`src/design/mata_pkg.sv`:
```
// Package for the multichannel aggregate threshold alarm.
// Holds mode and register codes, channel count and controller/datapath structs.
// No dependencies.
package mata_pkg;

    localparam int CHANNELS        = 8;
    localparam int SAMPLE_BITS_DEF = 32;
    localparam int THR_BITS        = 32;
    localparam int CFG_DATA_BITS   = 32;
    localparam int NUM_VALUES_BITS = 4;
    localparam int DIV_RADIX_BITS  = 4;

    typedef enum logic [2:0] {
        AGG_ANY = 3'd0,
        AGG_ALL = 3'd1,
        AGG_SUM = 3'd2,
        AGG_AVG = 3'd3,
        AGG_MAX = 3'd4,
        AGG_MIN = 3'd5
    } agg_mode_t;

    typedef enum logic [2:0] {
        CMP_EQ = 3'd0,
        CMP_NE = 3'd1,
        CMP_LT = 3'd2,
        CMP_GT = 3'd3,
        CMP_LE = 3'd4,
        CMP_GE = 3'd5
    } cmp_mode_t;

    typedef enum logic [1:0] {
        REG_AGG_MODE  = 2'd0,
        REG_CMP_MODE  = 2'd1,
        REG_THRESHOLD = 2'd2,
        REG_CHAN_MASK = 2'd3
    } reg_idx_t;

    typedef struct packed {
        logic load;
        logic scan;
        logic div_load;
        logic div_step;
        logic finish;
    } mata_cmd_t;

    typedef struct packed {
        logic need_div;
    } mata_stat_t;

endpackage

```
`src/design/multichannel_aggregate_threshold_alarm_core.sv`:
```
// An accepted request steps through the channel scan, the divider operand load, the divide (only
// in average mode with a non-empty pick; the divider retires 4 quotient bits a cycle) and
// finish; in_stall holds off a new request until the core is back in idle. The scan takes
// one channel a cycle. Reset clears the config registers, the alarm latch and handshake
// state; no memory clearing pass. Depends on mata_pkg, mata_ctrl and mata_dp.
module multichannel_aggregate_threshold_alarm_core
    import mata_pkg::*;
#(
    parameter int SAMPLE_BITS = SAMPLE_BITS_DEF
)
(
    input  logic                                  clk,
    input  logic                                  rst_n,
    input  logic                                  cfg_wr_en,
    input  logic [1:0]                            cfg_index,
    input  logic [CFG_DATA_BITS-1:0]              cfg_data,
    input  logic                                  in_valid,
    output logic                                  in_stall,
    input  logic signed [SAMPLE_BITS-1:0]         sample_0,
    input  logic signed [SAMPLE_BITS-1:0]         sample_1,
    input  logic signed [SAMPLE_BITS-1:0]         sample_2,
    input  logic signed [SAMPLE_BITS-1:0]         sample_3,
    input  logic signed [SAMPLE_BITS-1:0]         sample_4,
    input  logic signed [SAMPLE_BITS-1:0]         sample_5,
    input  logic signed [SAMPLE_BITS-1:0]         sample_6,
    input  logic signed [SAMPLE_BITS-1:0]         sample_7,
    input  logic [NUM_VALUES_BITS-1:0]            num_values,
    output logic                                  out_valid,
    input  logic                                  out_stall,
    output logic                                  alarm_fire,
    output logic                                  condition,
    output logic signed [SAMPLE_BITS+$clog2(CHANNELS)-1:0] aggregate_value
);

    logic signed [SAMPLE_BITS-1:0] samples [CHANNELS];
    mata_cmd_t                     cmd;
    mata_stat_t                    stat;

    assign samples[0] = sample_0;
    assign samples[1] = sample_1;
    assign samples[2] = sample_2;
    assign samples[3] = sample_3;
    assign samples[4] = sample_4;
    assign samples[5] = sample_5;
    assign samples[6] = sample_6;
    assign samples[7] = sample_7;

    mata_ctrl #(
        .SAMPLE_BITS (SAMPLE_BITS)
    ) u_ctrl (
        .clk       (clk),
        .rst_n     (rst_n),
        .in_valid  (in_valid),
        .in_stall  (in_stall),
        .out_valid (out_valid),
        .out_stall (out_stall),
        .stat      (stat),
        .cmd       (cmd)
    );

    mata_dp #(
        .SAMPLE_BITS (SAMPLE_BITS)
    ) u_dp (
        .clk             (clk),
        .rst_n           (rst_n),
        .cfg_wr_en       (cfg_wr_en),
        .cfg_index       (cfg_index),
        .cfg_data        (cfg_data),
        .samples         (samples),
        .num_values      (num_values),
        .cmd             (cmd),
        .stat            (stat),
        .alarm_fire      (alarm_fire),
        .condition       (condition),
        .aggregate_value (aggregate_value)
    );

endmodule

```
`src/design/mata_ctrl.sv`:
```
// Controller for the alarm core: sequences load, channel scan, divide and finish.
// Depends on mata_pkg; drives the datapath through mata_cmd_t.
module mata_ctrl
    import mata_pkg::*;
#(
    parameter int SAMPLE_BITS = SAMPLE_BITS_DEF
)
(
    input  logic       clk,
    input  logic       rst_n,
    input  logic       in_valid,
    output logic       in_stall,
    output logic       out_valid,
    input  logic       out_stall,
    input  mata_stat_t stat,
    output mata_cmd_t  cmd
);

    localparam int AGG_W     = SAMPLE_BITS + $clog2(CHANNELS);
    localparam int DIV_STEPS = (AGG_W + DIV_RADIX_BITS - 1) / DIV_RADIX_BITS;
    localparam int MAX_STEPS = (DIV_STEPS > CHANNELS) ? DIV_STEPS : CHANNELS;
    localparam int STEP_W    = (MAX_STEPS > 1) ? $clog2(MAX_STEPS) : 1;

    typedef enum logic [4:0] {
        ST_IDLE  = 5'b00001,
        ST_SCAN  = 5'b00010,
        ST_DIVLD = 5'b00100,
        ST_DIV   = 5'b01000,
        ST_FIN   = 5'b10000
    } state_t;

    state_t            state_reg;
    state_t            state_next;
    logic [STEP_W-1:0] step_reg;
    logic [STEP_W-1:0] step_next;
    logic              out_valid_reg;
    logic              out_valid_next;
    logic              out_free;

    assign out_free  = !out_valid_reg || !out_stall;
    assign in_stall  = (state_reg != ST_IDLE);
    assign out_valid = out_valid_reg;

    always_comb
    begin
        state_next     = state_reg;
        step_next      = step_reg;
        cmd            = '0;
        out_valid_next = out_valid_reg && out_stall;
        unique case (state_reg)
            ST_IDLE:
            begin
                if (in_valid)
                begin
                    cmd.load   = 1'b1;
                    step_next  = STEP_W'(CHANNELS - 1);
                    state_next = ST_SCAN;
                end
            end
            ST_SCAN:
            begin
                cmd.scan = 1'b1;
                if (step_reg == '0)
                    state_next = ST_DIVLD;
                else
                    step_next = step_reg - 1'b1;
            end
            ST_DIVLD:
            begin
                cmd.div_load = 1'b1;
                if (stat.need_div)
                begin
                    step_next  = STEP_W'(DIV_STEPS - 1);
                    state_next = ST_DIV;
                end
                else
                    state_next = ST_FIN;
            end
            ST_DIV:
            begin
                cmd.div_step = 1'b1;
                if (step_reg == '0)
                    state_next = ST_FIN;
                else
                    step_next = step_reg - 1'b1;
            end
            ST_FIN:
            begin
                if (out_free)
                begin
                    cmd.finish     = 1'b1;
                    out_valid_next = 1'b1;
                    state_next     = ST_IDLE;
                end
            end
            default:
            begin
                state_next = ST_IDLE;
            end
        endcase
    end

    always_ff @(posedge clk or negedge rst_n)
    begin
        if (!rst_n)
        begin
            state_reg     <= ST_IDLE;
            step_reg      <= '0;
            out_valid_reg <= 1'b0;
        end
        else
        begin
            state_reg     <= state_next;
            step_reg      <= step_next;
            out_valid_reg <= out_valid_next;
        end
    end

    a_accept_starts_scan: assert property (@(posedge clk) disable iff (!rst_n)
        (in_valid && !in_stall) |=> (state_reg == ST_SCAN))
        else $error("accepted request did not start the channel scan");

    a_result_from_finish: assert property (@(posedge clk) disable iff (!rst_n)
        (cmd.finish) |=> (out_valid_reg && state_reg == ST_IDLE))
        else $error("finish did not present a result");

    a_div_entry: assert property (@(posedge clk) disable iff (!rst_n)
        (state_reg == ST_DIV) |-> ($past(state_reg) == ST_DIVLD || $past(state_reg) == ST_DIV))
        else $error("divide entered without operand load");

endmodule

```
`src/design/mata_dp.sv`:
```
// Datapath for the alarm core: config registers, channel scan, radix-16 divider,
// result registers and the alarm latch. Depends on mata_pkg; driven by mata_ctrl.
module mata_dp
    import mata_pkg::*;
#(
    parameter int SAMPLE_BITS = SAMPLE_BITS_DEF
)
(
    input  logic                                  clk,
    input  logic                                  rst_n,
    input  logic                                  cfg_wr_en,
    input  logic [1:0]                            cfg_index,
    input  logic [CFG_DATA_BITS-1:0]              cfg_data,
    input  logic signed [SAMPLE_BITS-1:0]         samples [CHANNELS],
    input  logic [NUM_VALUES_BITS-1:0]            num_values,
    input  mata_cmd_t                             cmd,
    output mata_stat_t                            stat,
    output logic                                  alarm_fire,
    output logic                                  condition,
    output logic signed [SAMPLE_BITS+$clog2(CHANNELS)-1:0] aggregate_value
);

    localparam int AGG_W     = SAMPLE_BITS + $clog2(CHANNELS);
    localparam int CMP_W     = (AGG_W > THR_BITS) ? AGG_W : THR_BITS;
    localparam int CNT_W     = $clog2(CHANNELS + 1);
    localparam int DIV_STEPS = (AGG_W + DIV_RADIX_BITS - 1) / DIV_RADIX_BITS;
    localparam int Q_W       = DIV_STEPS * DIV_RADIX_BITS;

    agg_mode_t                    agg_mode_reg;
    cmp_mode_t                    cmp_mode_reg;
    logic signed [THR_BITS-1:0]   threshold_reg;
    logic [CHANNELS-1:0]          chan_mask_reg;
    logic                         alarm_latched_reg;
    logic                         alarm_latched_next;

    logic signed [SAMPLE_BITS-1:0] samp_reg [CHANNELS];
    logic [CHANNELS-1:0]           pick_reg;
    logic                          any_reg;
    logic                          all_reg;
    logic                          first_reg;
    logic signed [AGG_W-1:0]       sum_reg;
    logic signed [SAMPLE_BITS-1:0] ext_reg;
    logic [CNT_W-1:0]              cnt_reg;
    logic [Q_W-1:0]                quo_reg;
    logic [Q_W-1:0]                quo_next;
    logic [CNT_W-1:0]              rem_reg;
    logic [CNT_W-1:0]              rem_next;
    logic                          neg_reg;

    logic                          alarm_fire_reg;
    logic                          condition_reg;
    logic signed [AGG_W-1:0]       aggregate_value_reg;

    logic signed [SAMPLE_BITS-1:0] tap;
    logic                          tap_pick;
    logic                          tap_pass;
    logic                          tap_better;
    logic [AGG_W-1:0]              sum_mag;
    logic signed [AGG_W-1:0]       quo_signed;
    logic signed [AGG_W-1:0]       agg_val;
    logic                          cond;

    function automatic logic rel(input cmp_mode_t mode, input logic signed [CMP_W-1:0] a,
                                 input logic signed [CMP_W-1:0] t);
        logic r;
        unique case (mode)
            CMP_EQ:  r = (a == t);
            CMP_NE:  r = (a != t);
            CMP_LT:  r = (a < t);
            CMP_GT:  r = (a > t);
            CMP_LE:  r = (a <= t);
            CMP_GE:  r = (a >= t);
            default: r = 1'b0;
        endcase
        return r;
    endfunction

    // config writes
    always_ff @(posedge clk or negedge rst_n)
    begin
        if (!rst_n)
        begin
            agg_mode_reg  <= AGG_ANY;
            cmp_mode_reg  <= CMP_EQ;
            threshold_reg <= '0;
            chan_mask_reg <= '0;
        end
        else if (cfg_wr_en)
        begin
            unique case (reg_idx_t'(cfg_index))
                REG_AGG_MODE:  agg_mode_reg  <= agg_mode_t'(cfg_data[2:0]);
                REG_CMP_MODE:  cmp_mode_reg  <= cmp_mode_t'(cfg_data[2:0]);
                REG_THRESHOLD: threshold_reg <= cfg_data[THR_BITS-1:0];
                REG_CHAN_MASK: chan_mask_reg <= cfg_data[CHANNELS-1:0];
                default:       chan_mask_reg <= chan_mask_reg;
            endcase
        end
    end

    // scan tap
    assign tap        = samp_reg[0];
    assign tap_pick   = pick_reg[0];
    assign tap_pass   = rel(cmp_mode_reg, CMP_W'(tap), CMP_W'(threshold_reg));
    assign tap_better = (agg_mode_reg == AGG_MAX) ? (tap > ext_reg) : (tap < ext_reg);

    always_ff @(posedge clk)
    begin
        if (cmd.load)
        begin
            for (int n = 0; n < CHANNELS; n++)
            begin
                samp_reg[n] <= samples[n];
                pick_reg[n] <= chan_mask_reg[n] && (n < int'(num_values));
            end
            any_reg   <= 1'b0;
            all_reg   <= 1'b1;
            first_reg <= 1'b1;
            sum_reg   <= '0;
            ext_reg   <= '0;
            cnt_reg   <= '0;
        end
        else if (cmd.scan)
        begin
            for (int n = 0; n < CHANNELS - 1; n++)
            begin
                samp_reg[n] <= samp_reg[n+1];
                pick_reg[n] <= pick_reg[n+1];
            end
            pick_reg[CHANNELS-1] <= 1'b0;
            if (tap_pick)
            begin
                any_reg <= any_reg | tap_pass;
                all_reg <= all_reg & tap_pass;
                sum_reg <= sum_reg + AGG_W'(tap);
                cnt_reg <= cnt_reg + 1'b1;
                if (first_reg || tap_better)
                    ext_reg <= tap;
                first_reg <= 1'b0;
            end
        end
    end

    // signed divide by pick count: magnitude, radix-16 restoring steps, sign fix
    assign sum_mag = sum_reg[AGG_W-1] ? (~sum_reg + 1'b1) : sum_reg;

    always_comb
    begin
        logic [CNT_W-1:0] r;
        logic [Q_W-1:0]   q;
        r = rem_reg;
        q = quo_reg;
        for (int i = 0; i < DIV_RADIX_BITS; i++)
        begin
            r = {r[CNT_W-2:0], q[Q_W-1]};
            q = {q[Q_W-2:0], 1'b0};
            if (r >= cnt_reg)
            begin
                r    = r - cnt_reg;
                q[0] = 1'b1;
            end
        end
        rem_next = r;
        quo_next = q;
    end

    always_ff @(posedge clk)
    begin
        if (cmd.div_load)
        begin
            quo_reg <= Q_W'(sum_mag);
            rem_reg <= '0;
            neg_reg <= sum_reg[AGG_W-1];
        end
        else if (cmd.div_step)
        begin
            quo_reg <= quo_next;
            rem_reg <= rem_next;
        end
    end

    assign stat.need_div = (agg_mode_reg == AGG_AVG) && (cnt_reg != '0);

    assign quo_signed = neg_reg ? -$signed(quo_reg[AGG_W-1:0]) : $signed(quo_reg[AGG_W-1:0]);

    always_comb
    begin
        unique case (agg_mode_reg)
            AGG_SUM:          agg_val = sum_reg;
            AGG_AVG:          agg_val = (cnt_reg != '0) ? quo_signed : sum_reg;
            AGG_MAX, AGG_MIN: agg_val = first_reg ? '0 : AGG_W'(ext_reg);
            default:          agg_val = '0;
        endcase
    end

    always_comb
    begin
        unique case (agg_mode_reg)
            AGG_ANY: cond = any_reg;
            AGG_ALL: cond = all_reg;
            AGG_SUM, AGG_AVG, AGG_MAX, AGG_MIN:
                     cond = rel(cmp_mode_reg, CMP_W'(agg_val), CMP_W'(threshold_reg));
            default: cond = 1'b0;
        endcase
    end

    assign alarm_latched_next = cmd.finish ? cond : alarm_latched_reg;

    always_ff @(posedge clk or negedge rst_n)
    begin
        if (!rst_n)
            alarm_latched_reg <= 1'b0;
        else
            alarm_latched_reg <= alarm_latched_next;
    end

    always_ff @(posedge clk)
    begin
        if (cmd.finish)
        begin
            alarm_fire_reg      <= cond && !alarm_latched_reg;
            condition_reg       <= cond;
            aggregate_value_reg <= agg_val;
        end
    end

    assign alarm_fire      = alarm_fire_reg;
    assign condition       = condition_reg;
    assign aggregate_value = aggregate_value_reg;

endmodule
```
`config.mk`:
```
export PLATFORM = sky130hd
export DESIGN_NAME = multichannel_aggregate_threshold_alarm_core
export DESIGN_NICKNAME = d
export VERILOG_FILES = /design/src/design/mata_pkg.sv /design/src/design/multichannel_aggregate_threshold_alarm_core.sv /design/src/design/mata_ctrl.sv /design/src/design/mata_dp.sv
export SDC_FILE = /design/constraint.sdc
export NUM_CORES = 1
export LEC_CHECK = 0
export ABC_AREA = 1
export BUFFER_PORTS_ARGS = -buffer_cell sky130_fd_sc_hd__buf_4
export CAP_MARGIN = 5
export CORE_AREA = 2 2 271 193
export DETAILED_ROUTE_END_ITERATION = 8
export DIE_AREA = 0 0 273 195
export GPL_TIMING_DRIVEN = 0
export PLACE_DENSITY_LB_ADDON = 0.12
export SYNTH_ARGS = -nofsm -noshare
export SYNTH_HDL_FRONTEND = slang
export SYNTH_SLANG_ARGS = --single-unit
```
`constraint.sdc`:
```
create_clock -name clk -period 9 [get_ports clk]
set_clock_uncertainty 0.2 [all_clocks]
set_input_delay 0.9 -clock clk [delete_from_list [all_inputs] [get_ports clk]]
set_output_delay 0.9 -clock clk [all_outputs]
set_load 0.05 [all_outputs]
```
==> results.yml <==
layout:
  mostFrequentLayoutCells: "nand2_1, buf_4, edfxtp_1, inv_1, a21oi_1"
  drive_gt1_share_pct: 12.8
  final_common_cell: "nand2_1"
  syn_to_final_growth_pct: 18.7
  largest_reg_flops: 256
  final_cell_area_um2: 31500
  ff_latch_area_um2: 13100
  layout.cells.non_filler: 4296
  layout.nets: 4044
  fillers: 4327
  multi_input_area_um2: 11800
  final_util_pct: 62.5
power:
  irDropWorstVdd_mv: 0.810
  p_per_area_nw_per_um2: 368
  power_mw: 11.6
  leakage_nw: 14.5
critical_path:
  rr_worst_depth: 23
  cp_common_cell: "nand2_1"
  path_cells: "inv_1 -> fa_1 -> nand2_1 -> nand2_1 -> o21ai_0 -> nand2_1 -> o21ai_0 -> inv_1 -> fa_1 -> o211ai_1 -> a21oi_1 -> fa_1 -> a21oi_1 -> nand2_1 -> a21oi_1 -> mux2_2 -> ha_1 -> nand2_1 -> o21ai_0 -> a31oi_1 -> inv_1 -> o21ai_0 -> nand2_1"
  cp_max_fo: 8
  slowest_delay_ns: 0.49
  critPathKind: "flip-flop to flip-flop"
  critPathSlowestCell: "dfxtp_1"
  worst-path-buf-inv: 3
  critical_path_required_ns: 9.29
  worst_setup_path_start_kind: "flip-flop"
  worst-path-stages: 23
  r2r-start: "u_dp.cnt_reg[1]"
  crit_arrival_ns: 6.52
  path_delay_family: "compound AO/OA/AOI/OAI gates"
  cp-end-kind: "flip-flop"
  crit_start: "u_dp.cnt_reg[1]"
die:
  start_util_pct: 52.7
  fp.dieH_um: 195
  die_area_um2: 53200
  fp-row-count: 69
  core_area_um2: 50400
  io_pins: 338
  die_w_um: 273
timing:
  fmax_mhz: 161
  worst_hold_slack_ns: 0.181
  maxSlewHeadroom_pct: 18.2
  worst_slack_ns: 2.77
  fin_setup_tns_ns: 0
  fin_crit_ns: 6.23
  hold_viol_final: 0
  worst_pin_slew_ns: 1.23
  final-max-slew-violation-count: 0
  setup_viol: 0
  post-route-period-util_pct: 69.2
  rsz0062_at_grt: "false"
drt:
  drc: 0
  dr_total_vias: 25000
  drtIter0Drc: 3762
  avgViaCountPerCell: 5.82
  dr.pass1.iters: 9
  drt-wirelength-per-cell_um: 22.9
  drtAntennaViolNets: 0
  drt-total-wl_mm: 98.4
clock_tree:
  htree_levels: 2
  root_buffer: "clkbuf_16"
  path_clk_slew_ns: 0.06
  cts_sinks: 472
  cts_tree: "built"
  cts.path.max_buffers: 3
  cts_buffers: 46
  cts_resized: 0
  hold_buffers: 0
  post-cts-setup-buffers: 0
  insertion_delay_ns: 0.62
placed_design:
  hpwl_mm: 79.1
  placedCellCount: 4212
  globalplace.congestion: 1.03
  portBuffers: 337
  dpl_cell_area_um2: 30100
  place_worst_setup_slack_ns: 2.82
global_routing:
  met3_usage_pct: 9.05
  met1_usage_pct: 56.7
  grt_max_degree: 77
  use_met2_pct: 48.3
  grt_first_pass_wirelength_mm: 142
  top_usage_layer: "met1"
  grt_usage_pct: 36.0
  antenna_found_initial: 6
  grt_overflow: 0
  first_global_vias: 22800
synthesis:
  yosysUniqueCellTypes: 49
  ys_seq_area_share_pct: 49.3
  syn_avg_cell_area_um2: 8.31
  syn_nets: 3655
  synth_cells: 3197
  async_reset_ff_share_pct: 12.1
  ys.flop_type: "edfxtp_1"
  synth-edff-count: 337
  synth_seq_cells: 472
  ys.warnings.count: 0
  syn_area_um2: 26600
worst_hold_path:
  hold_path_class: "primary input to asynchronous set/reset pin"
run_status:
  status: "completed"
job:
  drv_cap: 0
## cells in the mapped netlist (9+ instances only)
cell type,instances,share of area [%]
a21o_1,11,0.31
a21oi_1,225,4.2
a31oi_1,9,0.21
buf_1,11,0.16
buf_2,24,0.45
clkbuf_1,83,1.2
dfrtp_1,56,5.3
dfxtp_1,78,5.9
edfxtp_1,337,38
ha_1,154,7.3
inv_1,301,4.3
nand2_1,1096,15
nand3_1,114,2.1
nand3b_1,35,0.99
nand4_1,32,0.75
nor2_1,218,3.1
nor3_1,29,0.55
nor4_1,10,0.24
o211ai_1,28,0.79
o21a_1,9,0.25
o21ai_0,170,3.2
o21ai_1,21,0.40
o221ai_1,30,0.99
or2_2,10,0.24
xor2_1,49,1.6
## worst register-to-register path, delay by kind of cell (launching register included)
family                     cells  cell delay (ns)
DFF                            1             0.49
muxes                          1             0.42
buffers and inverters          3             0.51
adders and majority gates      4             1.67
and+or+nand+nor                6             0.56
AOI/OAI and AO/OA              9             2.25
## per-layer routing
| metal | wire [um] | up-vias |
|---|---|---|
| met2 | 39400 | 1440 |
| met4 | 2500 | 6 |
| met1 | 44300 | 11900 |
| met5 | 150 | - |
| met3 | 12100 | 152 |
| li1 | - | 11500 |
## logic make-up after synthesis
group | after synthesis | share of synthesized area [%]
AND/OR/NAND/NOR | 1552 | 23.8
AO/OA/AOI/OAI | 527 | 11.1
flip-flops | 472 | 49.3
buffers and inverters | 429 | 6.17
adder cells (fa/ha/maj) | 159 | 7.63
XOR/XNOR | 57 | 1.88
multiplexers | 1 | 0.0424
## report_power, final
| part | total, mW | switching (mW) | internal (mW) |
|---|---|---|---|
| clock | 1.98 | 0.892 | 1.09 |
| sequential | 4.10 | 0.498 | 3.60 |
| combinational | 5.51 | 3.86 | 1.65 |
| total | 11.6 | 5.25 | 6.34 |
## layout make-up
cell class                 instances  share of cell area, %
sequential                       472                   41.6
tap                              674                   2.67
buffer                           118                   1.50
clock buffer                      61                   3.90
clock inverter                    22                  0.793
antenna                            1                0.00793
multi-input combinational       2296                   37.5
inverter                         311                   3.70
timing repair buffer             341                   8.35
## worst paths after layout
kind,end,slack [ns]
worst max-delay path,u_dp.rem_reg[2],2.77
max in group asynchronous,u_ctrl.step_reg[0],7.83
worst min-delay path,u_dp.threshold_reg[25],0.18
worst max register to register,u_dp.rem_reg[2],2.77
worst min register to register,u_dp.any_reg,0.28
min in group clk,u_dp.samp_reg[1][98],0.26
(Power assumes the default switching activity.)
